`config.mk`:
```
export PLATFORM = sky130hd
export DESIGN_NAME = setpoint_keypad_display_controller_core
export DESIGN_NICKNAME = d
export VERILOG_FILES = /design/src/rtl/spkd_pkg.sv /design/src/rtl/spkd_cfg_regs.sv /design/src/rtl/spkd_tick_logic.sv /design/src/rtl/setpoint_keypad_display_controller_core.sv
export SDC_FILE = /design/constraint.sdc
export NUM_CORES = 1
export LEC_CHECK = 0
export ABC_CLOCK_PERIOD_IN_PS = 15100
export BUFFER_PORTS_ARGS = -buffer_cell sky130_fd_sc_hd__buf_2
export CAP_MARGIN = 30
export CORE_UTILIZATION = 55
export DETAILED_ROUTE_END_ITERATION = 12
export PLACE_DENSITY_LB_ADDON = 0.05
export SLEW_MARGIN = 15
export SYNTH_ARGS = -nofsm -noshare
export SYNTH_HDL_FRONTEND = slang
export SYNTH_HIERARCHICAL = 1
export SYNTH_SLANG_ARGS = --single-unit
```
`constraint.sdc`:
```
create_clock -name clk -period 15.1 [get_ports clk]
set_input_delay 0.755 -clock clk [delete_from_list [all_inputs] [get_ports clk]]
set_output_delay 0.755 -clock clk [all_outputs]
set_load 0.02 [all_outputs]
```
`src/rtl/spkd_pkg.sv`:
```
// Shared types, constants and digit helper for the setpoint keypad display controller.
// No dependencies; every other file of the block imports this package.
`default_nettype none

package spkd_pkg;

  // Configuration register indexes
  localparam logic [2:0] CFG_MAX_SETPOINT   = 3'd0;
  localparam logic [2:0] CFG_MIN_SETPOINT   = 3'd1;
  localparam logic [2:0] CFG_STEP_SIZE      = 3'd2;
  localparam logic [2:0] CFG_CLICK_TICKS    = 3'd3;
  localparam logic [2:0] CFG_BLINK_ON_TICKS = 3'd4;
  localparam logic [2:0] CFG_BLINK_PERIOD   = 3'd5;
  localparam logic [2:0] CFG_TIMEOUT_TICKS  = 3'd6;

  localparam int CfgIndexWidth = 3;
  localparam int CfgDataWidth  = 8;

  // Register reset values
  localparam logic [6:0] RST_MAX_SETPOINT   = 7'd75;
  localparam logic [6:0] RST_MIN_SETPOINT   = 7'd35;
  localparam logic [3:0] RST_STEP_SIZE      = 4'd5;
  localparam logic [3:0] RST_CLICK_TICKS    = 4'd3;
  localparam logic [7:0] RST_BLINK_ON_TICKS = 8'd20;
  localparam logic [7:0] RST_BLINK_PERIOD   = 8'd40;
  localparam logic [7:0] RST_TIMEOUT_TICKS  = 8'd100;
  localparam logic [6:0] RST_SETPOINT       = 7'd60;

  localparam logic [6:0] SETPOINT_CEIL = 7'd127;

  typedef enum logic [1:0] {
    DISP_LEAVE = 2'd0,
    DISP_BLANK = 2'd1,
    DISP_SHOW  = 2'd2
  } disp_action_t;

  localparam logic MODE_SHOW_TEMP = 1'b0;
  localparam logic MODE_EDIT      = 1'b1;

  typedef struct packed {
    logic       system_on;
    logic       up_pressed;
    logic       down_pressed;
    logic [6:0] current_temp;
    logic [6:0] stored_setpoint;
  } item_t;

  typedef struct packed {
    disp_action_t display_action;
    logic         digit_position;
    logic [3:0]   digit_value;
    logic         setpoint_write;
    logic [6:0]   setpoint_value;
    logic         setting_mode;
  } result_t;

  typedef struct packed {
    logic [6:0] max_setpoint;
    logic [6:0] min_setpoint;
    logic [3:0] step_size;
    logic [3:0] click_ticks;
    logic [7:0] blink_on_ticks;
    logic [7:0] blink_period;
    logic [7:0] timeout_ticks;
  } cfg_t;

  typedef struct packed {
    logic       mode;
    logic [6:0] setpoint;
    logic [3:0] up_count;
    logic [3:0] down_count;
    logic [7:0] blink_count;
    logic [7:0] idle_count;
    logic       digit_toggle;
  } state_t;

  // Tens or units digit of v (v < 128); divide by 10 via reciprocal multiply.
  function automatic logic [3:0] digit_of(input logic [6:0] v, input logic units);
    logic [14:0] prod;
    logic [3:0]  q;
    logic [6:0]  q_x10;
    logic [6:0]  r;
    prod  = {8'd0, v} * 15'd205;
    q     = prod[14:11];
    q_x10 = {q, 3'b000} - {3'b000, q} - {3'b000, q} + {2'b00, q, 1'b0} + {2'b00, q, 1'b0};
    r     = v - q_x10;
    return units ? r[3:0] : q;
  endfunction

endpackage

`default_nettype wire

```
`src/rtl/spkd_cfg_regs.sv`:
```
// Configuration register file of the setpoint keypad display controller.
// Depends on spkd_pkg for the register indexes, reset values and cfg_t.
`default_nettype none

module spkd_cfg_regs
  import spkd_pkg::*;
(
  input  wire logic                     clk,
  input  wire logic                     rst,
  input  wire logic                     wr_en,
  input  wire logic [CfgIndexWidth-1:0] wr_index,
  input  wire logic [CfgDataWidth-1:0]  wr_data,
  output cfg_t                          cfg
);

  always_ff @(posedge clk) begin
    if (rst) begin
      cfg.max_setpoint   <= RST_MAX_SETPOINT;
      cfg.min_setpoint   <= RST_MIN_SETPOINT;
      cfg.step_size      <= RST_STEP_SIZE;
      cfg.click_ticks    <= RST_CLICK_TICKS;
      cfg.blink_on_ticks <= RST_BLINK_ON_TICKS;
      cfg.blink_period   <= RST_BLINK_PERIOD;
      cfg.timeout_ticks  <= RST_TIMEOUT_TICKS;
    end else if (wr_en) begin
      // drop writes to indexes past the last register
      unique case (wr_index)
        CFG_MAX_SETPOINT:   cfg.max_setpoint   <= wr_data[6:0];
        CFG_MIN_SETPOINT:   cfg.min_setpoint   <= wr_data[6:0];
        CFG_STEP_SIZE:      cfg.step_size      <= wr_data[3:0];
        CFG_CLICK_TICKS:    cfg.click_ticks    <= wr_data[3:0];
        CFG_BLINK_ON_TICKS: cfg.blink_on_ticks <= wr_data;
        CFG_BLINK_PERIOD:   cfg.blink_period   <= wr_data;
        CFG_TIMEOUT_TICKS:  cfg.timeout_ticks  <= wr_data;
        default: ;
      endcase
    end
  end

endmodule

`default_nettype wire

```
`src/rtl/spkd_tick_logic.sv`:
```
// Per-tick next-state and result logic: button clicks, mode, blink and setpoint edit.
// Purely combinational; depends on spkd_pkg.
`default_nettype none

module spkd_tick_logic
  import spkd_pkg::*;
(
  input  wire cfg_t   cfg,
  input  wire state_t state,
  input  wire item_t  item,
  output state_t      state_next,
  output result_t     result
);

  logic [3:0] up_inc;
  logic [3:0] down_inc;
  logic       click_up;
  logic       click_down;
  logic [7:0] blink_inc;
  logic [7:0] idle_inc;
  logic [7:0] up_sum;
  logic [6:0] sp_raised;
  logic [6:0] sp_lowered;

  always_comb begin
    up_inc    = item.up_pressed ? state.up_count + 4'd1 : 4'd0;
    down_inc  = (!item.up_pressed && item.down_pressed) ? state.down_count + 4'd1 : 4'd0;
    click_up  = (up_inc == cfg.click_ticks);
    click_down = !click_up && (down_inc == cfg.click_ticks);
    blink_inc = state.blink_count + 8'd1;
    idle_inc  = state.idle_count + 8'd1;
    up_sum    = {1'b0, state.setpoint} + {4'd0, cfg.step_size};
    sp_raised = up_sum[7] ? SETPOINT_CEIL : up_sum[6:0];
    sp_lowered = (state.setpoint > {3'd0, cfg.step_size})
               ? state.setpoint - {3'd0, cfg.step_size} : 7'd0;
  end

  always_comb begin
    state_next = state;
    result.display_action = DISP_LEAVE;
    result.digit_position = 1'b0;
    result.digit_value    = 4'd0;
    result.setpoint_write = 1'b0;

    if (!item.system_on) begin
      // hold all state, blank the display
      result.display_action = DISP_BLANK;
    end else begin
      state_next.up_count   = click_up ? 4'd0 : up_inc;
      state_next.down_count = click_down ? 4'd0 : down_inc;

      if (state.mode == MODE_SHOW_TEMP) begin
        result.display_action   = DISP_SHOW;
        result.digit_position   = state.digit_toggle;
        result.digit_value      = digit_of(item.current_temp, state.digit_toggle);
        state_next.digit_toggle = !state.digit_toggle;
        if (click_up || click_down) begin
          state_next.mode        = MODE_EDIT;
          state_next.setpoint    = item.stored_setpoint;
          state_next.blink_count = 8'd0;
        end
      end else begin
        state_next.blink_count = blink_inc;
        priority if (blink_inc < cfg.blink_on_ticks) begin
          result.display_action   = DISP_SHOW;
          result.digit_position   = state.digit_toggle;
          result.digit_value      = digit_of(state.setpoint, state.digit_toggle);
          state_next.digit_toggle = !state.digit_toggle;
        end else if (blink_inc < cfg.blink_period) begin
          result.display_action = DISP_BLANK;
        end else begin
          state_next.blink_count = 8'd0;
        end

        priority if (click_up) begin
          if (state.setpoint < cfg.max_setpoint) state_next.setpoint = sp_raised;
          state_next.idle_count = 8'd0;
        end else if (click_down) begin
          if (state.setpoint > cfg.min_setpoint) state_next.setpoint = sp_lowered;
          state_next.idle_count = 8'd0;
        end else if (idle_inc == cfg.timeout_ticks) begin
          // timeout: save and return to normal
          state_next.mode       = MODE_SHOW_TEMP;
          state_next.idle_count = 8'd0;
          result.setpoint_write = 1'b1;
        end else begin
          state_next.idle_count = idle_inc;
        end
      end
    end

    result.setpoint_value = state_next.setpoint;
    result.setting_mode   = state_next.mode;
  end

endmodule

`default_nettype wire

```
`src/rtl/setpoint_keypad_display_controller_core.sv`:
```
// Setpoint keypad display controller: input register, tick logic, result register.
// Items pass the input register, then the result register. Throughput: one item per cycle
// while not stalled; the single tick logic stage sets that figure.
// Reset (rst, synchronous): state and registers return to their reset values,
// both pipeline stages empty. Depends on spkd_pkg, spkd_cfg_regs, spkd_tick_logic.
`default_nettype none

module setpoint_keypad_display_controller_core
  import spkd_pkg::*;
(
  input  wire logic                     clk,
  input  wire logic                     rst,
  input  wire logic                     item_valid,
  output logic                          item_stall,
  input  wire item_t                    item,
  output logic                          result_valid,
  input  wire logic                     result_stall,
  output result_t                       result,
  input  wire logic                     cfg_valid,
  output logic                          cfg_ready,
  input  wire logic [CfgIndexWidth-1:0] cfg_index,
  input  wire logic [CfgDataWidth-1:0]  cfg_data
);

  cfg_t    cfg;
  state_t  state;
  state_t  state_next;
  item_t   stage_item;
  logic    stage_valid;
  result_t result_next;
  logic    advance;

  assign cfg_ready = 1'b1;

  spkd_cfg_regs u_cfg (
    .clk      (clk),
    .rst      (rst),
    .wr_en    (cfg_valid && cfg_ready),
    .wr_index (cfg_index),
    .wr_data  (cfg_data),
    .cfg      (cfg)
  );

  spkd_tick_logic u_tick (
    .cfg        (cfg),
    .state      (state),
    .item       (stage_item),
    .state_next (state_next),
    .result     (result_next)
  );

  // advance the pipeline when the result register is empty or being taken
  assign advance    = !result_valid || !result_stall;
  assign item_stall = stage_valid && !advance;

  always_ff @(posedge clk) begin
    if (rst) begin
      stage_valid <= 1'b0;
    end else if (!item_stall) begin
      stage_valid <= item_valid;
    end
  end

  always_ff @(posedge clk) begin
    if (item_valid && !item_stall) stage_item <= item;
  end

  always_ff @(posedge clk) begin
    if (rst) begin
      result_valid       <= 1'b0;
      state.mode         <= MODE_SHOW_TEMP;
      state.setpoint     <= RST_SETPOINT;
      state.up_count     <= 4'd0;
      state.down_count   <= 4'd0;
      state.blink_count  <= 8'd0;
      state.idle_count   <= 8'd0;
      state.digit_toggle <= 1'b0;
    end else if (advance) begin
      result_valid <= stage_valid;
      if (stage_valid) state <= state_next;
    end
  end

  always_ff @(posedge clk) begin
    if (advance && stage_valid) result <= result_next;
  end

endmodule

`default_nettype wire

```
==> flow_metrics.tcl, run 1 <==
set metrics [dict create \
    static-leakage-power_nw 4.56 \
    post_cts_buffers 0 \
    ant_nets 0 \
    max-cap-violations 0 \
    dieHeight_um 132 \
    fp-row-count 47 \
    ir_drop_v 0.0000799 \
    p_total_mw 1.01 \
    ff2ff_path_depth 21 \
    track_usage_pct 24.4 \
    period_needed_ns 5.98 \
    setup_violations 0 \
    status "completed" \
    setup_ws_ns 9.12 \
    gp_congestion 0.890 \
    rsz0062_at_grt "no" \
    dp_slack_ns 9.19 \
    critical_path_class "register to register" \
    yosys_warnings 6 \
    maxSlewViolCount 0 \
    n_antenna_cell 0 \
    hold_depth 2 \
    netlist_area_mm2 0.00923 \
    synth_cell_types 82 \
    yosys-top-cells-area "dfxtp_1 18%, ha_1 16%, edfxtp_1 11%, mux2i_1 9.1%, nand2b_1 6.8%" \
    cts-root-buf "clkbuf_16" \
    worstPathArrival_ns 6.10 \
    dpl.hpwl_mm 14.6 \
    start_util_pct 56.1 \
    tightest_slew_ns 0.821 \
    io-pin-count 52 \
    fin_tns_setup_ns 0 \
    synthToLayoutAreaGrowth_pct 9.78 \
    synth_ff_type "dfxtp_1" \
    cts_hold_buf 0 \
    htreeDepth 4 \
    cts_tree "done" \
    maxSlewHeadroom_pct 45.3 \
    grt_antenna_before_repair 0 \
    cp_data_required_time_ns 15.22 \
    vias_per_cell 5.48 \
    nNetsFinal 1195 \
    clock_latency_ns 0.41 \
    layout-drive-gt1-share_pct 11.3 \
    wire_per_inst_um 16.0 \
    clock_path_buffers 2 \
    stdcell_count 1259 \
    fmax_mhz 167 \
    hold_viol 0 \
    core_area_mm2 0.0165 \
    cp-end-kind "register" \
    placed_cell_area_mm2 0.00952 \
    synthArstFlopShare_pct 0 \
    cp_max_fo 15 \
    grt_max_degree 130 \
    netlist.area_leader.share_pct 17.6 \
    dp.cells 1225 \
    cts_buffers 17 \
    numPortBuffers 50 \
    synth_top_cell_by_area "dfxtp_1" \
    final_area_mm2 0.0101 \
    drc 0 \
    firstDrtPassIters 4 \
    grt_pass1_wl_mm 33.5 \
    postCtsResizedCells 0 \
    yosysSeqAreaShare_pct 28.3 \
    synth.avg_cell_area_um2 9.25 \
    start_kind "register" \
    die_area_mm2 0.0173 \
    hold_path.class "register to register" \
    vias 6895 \
    syn_nets 1167 \
    die_x_um 132 \
    synth_edf_count 33 \
    synth-seq-cells 114 \
    grt_pass1_vias 6623 \
    cts.reportedPaths.clkPinSlew_ns 0.05 \
    layout_common_cells "116 x ha_1, 106 x inv_1, 101 x nand2b_1, 84 x mux2i_1, 81 x dfxtp_1" \
    final_common_cell "ha_1" \
    skew_ns 0.00760 \
    drt-initial-drc-count 337 \
    synthCells 998 \
    drt_wl_total_mm 20.1 \
    reg2reg_slack_ns 9.12 \
    overflow 0 \
    cts.sinks 114 \
    finalCritPeriodShare_pct 39.6 \
    p_per_area_mw_per_mm2 99.4 \
]
## path summary, 6_finish.rpt
path                                              from                      to
worst max-delay path            state[29]$_SDFFE_PP1P_    result[12]$_DFFE_PP_
worst min-delay path            state[20]$_SDFFE_PP0P_  state[20]$_SDFFE_PP0P_
worst max register to register  state[29]$_SDFFE_PP1P_    result[12]$_DFFE_PP_
worst min register to register  state[20]$_SDFFE_PP0P_  state[20]$_SDFFE_PP0P_
## stage by stage
step / util, % / hold slack (ns)
final: 61.6 / 0.473
after global routing: 61.6 / 0.485
after floorplan: - / 0.445
after detailed placement: 57.8 / 0.464
after global placement: 57.8 / 0.459
after CTS: 61.3 / 0.475
## layout make-up
type,count,area [um^2]
Clock buffer,25,515
Clock inverter,7,68.8
Fill cell,1473,6330
Inverter,106,398
Multi-Input combinational cell,728,5930
Sequential cell,114,2610
Tap cell,220,275
Timing Repair Buffer,59,338
## cells in the mapped netlist, types with 12 or more instances
cell type  number
a21oi_1        40
buf_4          12
clkbuf_1       22
dfxtp_1        81
edfxtp_1       33
fa_1           20
ha_1          116
inv_1         106
mux2i_1        84
nand2_1        41
nand2b_1      101
nand3_1        15
nor2_1         72
o21ai_0        30
o22ai_1        14
xnor2_1        29
xor2_1         14
## cells by family (layout without fill, tap and decap cells)
logic type / after synthesis / count (layout) / synth area share (%)
compound gates: 165 / 165 / 12.3
xor+xnor: 47 / 47 / 4.85
fa+ha+maj: 136 / 136 / 20.1
buf+inv: 156 / 197 / 7.58
flops: 114 / 114 / 28.3
mux: 90 / 90 / 9.84
other cells: 1 / 1 / 0.0406
simple gates: 289 / 289 / 17.1
## per-layer routing
layer | GRT usage, % | part of all wire, %
met1 | 33.9 | 50
met2 | 37.9 | 45
met3 | 4.59 | 3.8
met4 | 8.14 | 1.5
met5 | 0 | 0
## flip-flops by register name, indices dropped and copies added (netlist names)
register and cells:
u_cfg/cfg 46, state 33, stage_item 17, result 16, result_valid 1, stage_valid 1
## critical path: stages (launching register included)
cell and delay [ns]:
dfxtp_1 0.70, inv_1 0.17, ha_1 0.39, fa_1 0.47, ha_1 0.29, inv_1 0.05
fa_1 0.49, inv_1 0.04, ha_1 0.21, o41ai_2 0.46, o21ai_0 0.17, a21oi_1 0.28
nor2_1 0.13, xnor2_1 0.14, ha_1 0.30, inv_1 0.05, fa_1 0.43, xnor2_1 0.21
xnor2_1 0.16, xnor3_1 0.32, o22ai_1 0.16, a311oi_1 0.06
## power by group
group          switching (mW)  internal [mW]  leakage, nW
Sequential            0.00706          0.325        0.964
Clock                   0.140          0.253        0.295
Combinational           0.141          0.140         3.30
Total                   0.289          0.718         4.56
(Power assumes the default switching activity.)
==> run 2, diff against run 1 <==
--- a/config.mk
+++ b/config.mk
@@ -5,7 +5,7 @@
 export SDC_FILE = /design/constraint.sdc
 export NUM_CORES = 1
 export LEC_CHECK = 0
-export ABC_CLOCK_PERIOD_IN_PS = 15100
+export ABC_CLOCK_PERIOD_IN_PS = 6100
 export BUFFER_PORTS_ARGS = -buffer_cell sky130_fd_sc_hd__buf_2
 export CAP_MARGIN = 30
 export CORE_UTILIZATION = 55
==> constraint.sdc (replaced) <==
create_clock -name clk -period 6.1 [get_ports clk]
set_input_delay 0.305 -clock clk [delete_from_list [all_inputs] [get_ports clk]]
set_output_delay 0.305 -clock clk [all_outputs]
set_load 0.02 [all_outputs]
==> run 2 against run 1 <==
Compared with the run above: power rose by 150%; combinational power rose by 150%; worst hold slack got worse by 0.41 ns; register-to-register slack got worse by 8.8 ns; largest power group unchanged; highest routed layer unchanged.
==> flow_metrics.tcl, run 2 (synthesis results as in run 1) <==
set metrics [dict create \
    grtUsageMet1_pct 35.0 \
    tightest_slew_ns 0.896 \
    largest_reg_flops 46 \
    die_area_mm2 0.0173 \
    drt_wl_total_mm 20.7 \
    p_total_mw 2.51 \
    fillCellCount 1508 \
    n_antenna_cell 0 \
    grt_pass1_wl_mm 34.4 \
    placed_cell_area_mm2 0.00956 \
    reg.largest.list "u_cfg/cfg x46, state x33, stage_item x17" \
    period_needed_ns 5.75 \
    finalCritPeriodShare_pct 94.3 \
    drt-initial-drc-count 435 \
    synthToLayoutAreaGrowth_pct 9.88 \
    postCtsResizedCells 0 \
    cts.reportedPaths.clkPinSlew_ns 0.06 \
    cts_hold_buf 0 \
    htreeDepth 4 \
    dpl.hpwl_mm 15.0 \
    critPathLaunch "state[29]$_SDFFE_PP1P_" \
    layout-drive-gt1-share_pct 11.4 \
    static-leakage-power_nw 4.56 \
    ir_drop_v 0.000194 \
    fin_tns_setup_ns 0 \
    final_common_cell "ha_1" \
    gr-usage-met3_pct 4.63 \
    numPortBuffers 50 \
    skew_ns 0.0169 \
    rsz0062_at_grt "no" \
    io-pin-count 52 \
    slowest_delay_ns 0.52 \
    max-cap-violations 0 \
    die_x_um 132 \
    critical_path_class "register to register" \
    p_per_area_mw_per_mm2 248 \
    crit_slowest_cell "dfxtp_1" \
    vias 7023 \
    r2r_start "state[29]$_SDFFE_PP1P_" \
    met2_usage_pct 39.4 \
    fmax_mhz 174 \
    grt_max_degree 110 \
    wire_per_inst_um 16.4 \
    cts.sinks 114 \
    busiest_layer "met2" \
    core_area_mm2 0.0165 \
    grt_antenna_before_repair 0 \
    maxSlewHeadroom_pct 40.3 \
    clock_latency_ns 0.42 \
    cts_buffers 17 \
    ant_nets 0 \
    post_cts_buffers 0 \
    multiInputGateArea_mm2 0.00593 \
    overflow 0 \
    grt_pass1_vias 6769 \
    worstPathArrival_ns 5.88 \
    maxSlewViolCount 0 \
    cp_max_fo 8 \
    setup_violations 0 \
    vias_per_cell 5.56 \
    clock_path_buffers 2 \
    crit_chain "inv_1 -> ha_1 -> fa_1 -> ha_1 -> inv_1 -> fa_1 -> inv_1 -> ha_1 -> o41ai_2 -> o21ai_0 -> a21oi_1 -> nor2_1 -> xnor2_1 -> ha_1 -> inv_1 -> fa_1 -> xnor2_1 -> xnor2_1 -> xnor3_1 -> o22ai_1 -> a311oi_1" \
    cts_tree "done" \
    hold_viol 0 \
    nNetsFinal 1199 \
    cts-root-buf "clkbuf_16" \
    firstDrtPassIters 5 \
    drc 0 \
    track_usage_pct 24.9 \
    min-delay-start "item[3]" \
    fp-row-count 47 \
    regMostFlops "u_cfg/cfg" \
    gp_congestion 0.939 \
    final_area_mm2 0.0101 \
    status "completed" \
    start_kind "register" \
    dieHeight_um 132 \
    layout_common_cells "116 x ha_1, 106 x inv_1, 101 x nand2b_1, 84 x mux2i_1, 81 x dfxtp_1" \
    start_util_pct 56.1 \
    cp-end-kind "register" \
    cp_data_required_time_ns 6.23 \
    hold_path.class "primary input to register" \
    seq_area_mm2 0.00261 \
]
## run 2: changes by cell type in the layout (fill, tap and decap cells not counted)
cell / delta
buf_4: +5
clkinv_2: +3
inv_6: +1
inv_4: -4
clkbuf_16: +1
clkinvlp_4: +2
clkinv_4: -1
clkbuf_1: +2
buf_16: -1
bufinv_16: +1
clkbuf_8: -5
## run 2: report_power, final
group          total, mW  switching (mW)  internal, mW
Sequential         0.822          0.0163         0.805
Combinational      0.702           0.354         0.348
Clock              0.988           0.354         0.634
## run 2: layout make-up
cell class,instances,share of cell area [%]
Clock buffer,23,4.72
Clock inverter,9,1.02
Inverter,106,3.92
Multi-Input combinational cell,728,58.4
Sequential cell,114,25.8
Tap cell,220,2.71
Timing Repair Buffer,63,3.43
## run 2: final timing paths
| kind | end | slack [ns] | cells past startpoint |
|---|---|---|---|
| setup / recovery | result[12]$_DFFE_PP_ | 0.35 | 21 |
| hold / removal | stage_item[3]$_DFFE_PP_ | 0.06 | 1 |
| setup reg to reg | result[12]$_DFFE_PP_ | 0.35 | 21 |
| hold reg to reg | u_cfg/cfg[8]$_SDFFE_PP0P_ | 0.47 | 2 |
## run 2: per-layer routing
layer | up-vias | wire [um]
li1 | 3512 | -
met1 | 3348 | 10200
met2 | 142 | 9350
met3 | 21 | 840
met4 | 0 | 217
met5 | - | 0
## run 2: through the flow
stage	hold slack (ns)	utilization [%]	worst slack, ns	instances
2_1_floorplan	0.404	-	0.605	998
3_3_place_gp	0.461	58.1	0.531	1231
3_5_place_dp	0.468	58.1	0.410	1231
4_1_cts	0.0450	61.6	0.420	1263
5_1_grt	0.0472	61.6	0.0837	1263
6_report	0.0635	61.6	0.346	1263
## run 2: critical path: cells and delay by family, from the launching register on
kind,cells,cell delay [ns]
adders and majority gates,7,2.54
AOI/OAI and AO/OA,5,1.14
xor gates and xnor gates,4,0.86
DFF,1,0.52
buffers and inverters,4,0.29
and+or+nand+nor,1,0.12
==> run 3, diff against run 2 <==
--- a/config.mk
+++ b/config.mk
@@ -5,6 +5,7 @@
 export SDC_FILE = /design/constraint.sdc
 export NUM_CORES = 1
 export LEC_CHECK = 0
+export ABC_AREA = 1
 export ABC_CLOCK_PERIOD_IN_PS = 6100
 export BUFFER_PORTS_ARGS = -buffer_cell sky130_fd_sc_hd__buf_2
 export CAP_MARGIN = 30
==> run 3 against run 2 <==
Compared with the run above: final area is 3.0% higher; sequential cell count stayed put; critical path type unchanged; utilization is 0.74 points higher; sequential share of layout area is 0.74 points lower; critical endpoint unchanged; die area is 3.3% higher.
==> flow_metrics.tcl, run 3 <==
set metrics [dict create \
    status "completed" \
    clock_path_buffers 2 \
    yosys-top-cells-area "dfxtp_1 17%, ha_1 15%, nand2_1 12%, edfxtp_1 10%, inv_1 8.0%" \
    fin_tns_setup_ns 0 \
    p_int_mw 1.97 \
    final_common_cell "nand2_1" \
    ff2ff_path_depth 30 \
    max-cap-violations 0 \
    maxSlewViolCount 0 \
    synth_ff_type "dfxtp_1" \
    skew_ns 0.0123 \
    slowest_delay_ns 0.53 \
    synth-seq-cells 114 \
    ant_nets 0 \
    crit_slowest_cell "fa_1" \
    static-leakage-power_nw 5.24 \
    critical_path_class "register to register" \
    grt_max_degree 65 \
    synth-simple-area-share_pct 29.6 \
    muxShareOfSynthArea_pct 0 \
    period_needed_ns 5.44 \
    vias_per_cell 5.30 \
    path_common_cell "nand2_1" \
    die_area_mm2 0.0179 \
    nNetsFinal 1526 \
    critPathTopFamily "adder cells" \
    ir_drop_v 0.000220 \
    wire_per_inst_um 14.7 \
    setup_violations 0 \
    cts-root-buf "clkbuf_16" \
    dieHeight_um 134 \
    overflow 0 \
    synth_cell_types 48 \
    worstPathArrival_ns 5.63 \
    cp-end-kind "register" \
    gp_congestion 0.937 \
    synth_xor_area_share_pct 2.94 \
    track_usage_pct 26.9 \
    synth_common_cells "298 x nand2_1, 203 x inv_1, 139 x nand3_1" \
    drt-initial-drc-count 592 \
    layout_common_cells "298 x nand2_1, 203 x inv_1, 139 x nand3_1, 125 x nor2_1, 116 x ha_1" \
    synth.avg_cell_area_um2 7.20 \
    p_per_area_mw_per_mm2 297 \
    seq_area_mm2 0.00261 \
    cts.sinks 114 \
    core_area_mm2 0.0168 \
    dpl.hpwl_mm 17.2 \
    grtUsageMet1_pct 38.9 \
    synth_fa_ha_area_share_pct 19.4 \
    cp_max_fo 9 \
    hold_path.class "primary input to register" \
    multiInputGateArea_mm2 0.00579 \
    post_cts_buffers 0 \
    fmax_mhz 184 \
    rsz0062_at_grt "no" \
    reg.largest.list "u_cfg/cfg x46, state x33, stage_item x17" \
    vias 8433 \
    layout-drive-gt1-share_pct 11.4 \
    start_util_pct 56.9 \
    tightest_slew_ns 0.827 \
    grt_pass1_wl_mm 37.8 \
    netlist_area_mm2 0.00954 \
    p_comb_share_pct 38.0 \
    clock_latency_ns 0.43 \
    firstDrtPassIters 5 \
    numPortBuffers 50 \
    swShare_pct 36.8 \
    clockPowerShare_pct 34.1 \
    synth_top_family_by_area "simple AND/OR/NAND/NOR gates" \
    syn_nets 1495 \
    grt_pass1_vias 7503 \
    cp_num_buf_inv 7 \
    cts_tree "done" \
    yosys_warnings 6 \
    regMostFlops "u_cfg/cfg" \
    synth.most_common_cell "nand2_1" \
    io-pin-count 52 \
    netlist.area_leader.share_pct 17.0 \
    met2_usage_pct 41.0 \
    setup_ws_ns 0.659 \
    htreeDepth 4 \
    p_sw_mw 1.14 \
    postCtsResizedCells 0 \
    crit_cells 30 \
    start_kind "register" \
    synthCells 1326 \
    grt_antenna_before_repair 0 \
    n_antenna_cell 0 \
    cts_buffers 17 \
    dp_slack_ns 0.708 \
    fp-row-count 47 \
    yosysSeqAreaShare_pct 27.4 \
    gr-usage-met3_pct 5.18 \
    fin_util_pct 62.4 \
    synthArstFlopShare_pct 0 \
    hold_viol 0 \
    pwr-share-seq_pct 27.9 \
    drt_wl_total_mm 23.4 \
    finalCritPeriodShare_pct 89.2 \
    whs_ns 0.0484 \
    synthToLayoutAreaGrowth_pct 9.49 \
    synth-compound-area-share_pct 8.68 \
    die_x_um 134 \
    cp_data_required_time_ns 6.29 \
    cts.reportedPaths.clkPinSlew_ns 0.06 \
    drc 0 \
    synth_top_cell_by_area "dfxtp_1" \
    hold_depth 1 \
    maxSlewHeadroom_pct 44.7 \
    cts_hold_buf 0 \
    synth_edf_count 33 \
    busiest_layer "met2" \
    fillCellCount 1573 \
    largest_reg_flops 46 \
]
-- run 3: changes by cell type after synthesis, moves of 13 or more --
cell / previous run / this run
nor2_1: 72 / 125
inv_1: 106 / 203
nand2b_1: 101 / 0
mux2i_1: 84 / 0
nand2_1: 41 / 298
clkbuf_1: 22 / 8
nand3_1: 15 / 139
o22ai_1: 14 / 1
xnor2_1: 29 / 9
a21oi_1: 40 / 66
-- run 3: stage by stage --
step / area [um^2] / total power, mW / std cells
3_3_place_gp: 9810 / 2.03 / 1558
6_report: 10500 / 3.11 / 1590
3_5_place_dp: 9810 / 2.05 / 1558
4_1_cts: 10500 / 3.12 / 1590
5_1_grt: 10500 / 3.34 / 1590
2_1_floorplan: 9540 / 1.81 / 1326
-- run 3: power groups by stage --
| stage | Clock [mW] | Sequential, mW | Combinational [mW] |
|---|---|---|---|
| after floorplan | 0 | 0.884 | 0.924 |
| after global placement | 0 | 0.883 | 1.15 |
| after detailed placement | 0 | 0.883 | 1.17 |
| after CTS | 1.07 | 0.868 | 1.18 |
| after global routing | 1.11 | 0.873 | 1.36 |
| final | 1.06 | 0.868 | 1.18 |
-- run 3: final cells by class --
| class | instances | area share (%) |
|---|---|---|
| Sequential cell | 114 | 25.0 |
| Clock inverter | 10 | 1.13 |
| Inverter | 219 | 7.89 |
| Multi-Input combinational cell | 947 | 55.4 |
| Tap cell | 220 | 2.63 |
| Timing Repair Buffer | 58 | 2.97 |
| Clock buffer | 22 | 4.96 |
-- run 3: worst register-to-register path: cells and delay by family, from the launching register on --
family / cells / cell delay (ns)
buf+inv: 7 / 0.69
flops: 1 / 0.52
fa+ha+maj: 7 / 2.51
simple gates: 13 / 0.98
compound gates: 1 / 0.20
xor+xnor: 2 / 0.30
-- run 3: path summary, 6_finish.rpt --
check / end / slack (ns) / startpoint
worst max register to register: result[12]$_DFFE_PP_ / 0.66 / state[31]$_SDFFE_PP0P_
worst max-delay path: result[12]$_DFFE_PP_ / 0.66 / state[31]$_SDFFE_PP0P_
worst min register to register: u_cfg/cfg[13]$_SDFFE_PP1P_ / 0.47 / u_cfg/cfg[13]$_SDFFE_PP1P_
worst min-delay path: stage_item[16]$_DFFE_PP_ / 0.05 / item[16]
-- run 3: cell families (layout without fill, tap and decap cells) --
logic type	after synthesis	in the layout
XOR/XNOR	32	32
AO/OA/AOI/OAI	147	147
AND/OR/NAND/NOR	631	631
other	1	1
buffers and inverters	265	309
flip-flops	114	114
adder cells (fa/ha/maj)	136	136
-- run 3: metal layers --
layer  vias up  part of all wire [%]  routed length [um]
li1       4329                     -                   -
met4         0                   1.3                 314
met3        28                   5.9                1370
met5         -                     0                   0
met2       238                    44               10200
met1      3838                    49               11400
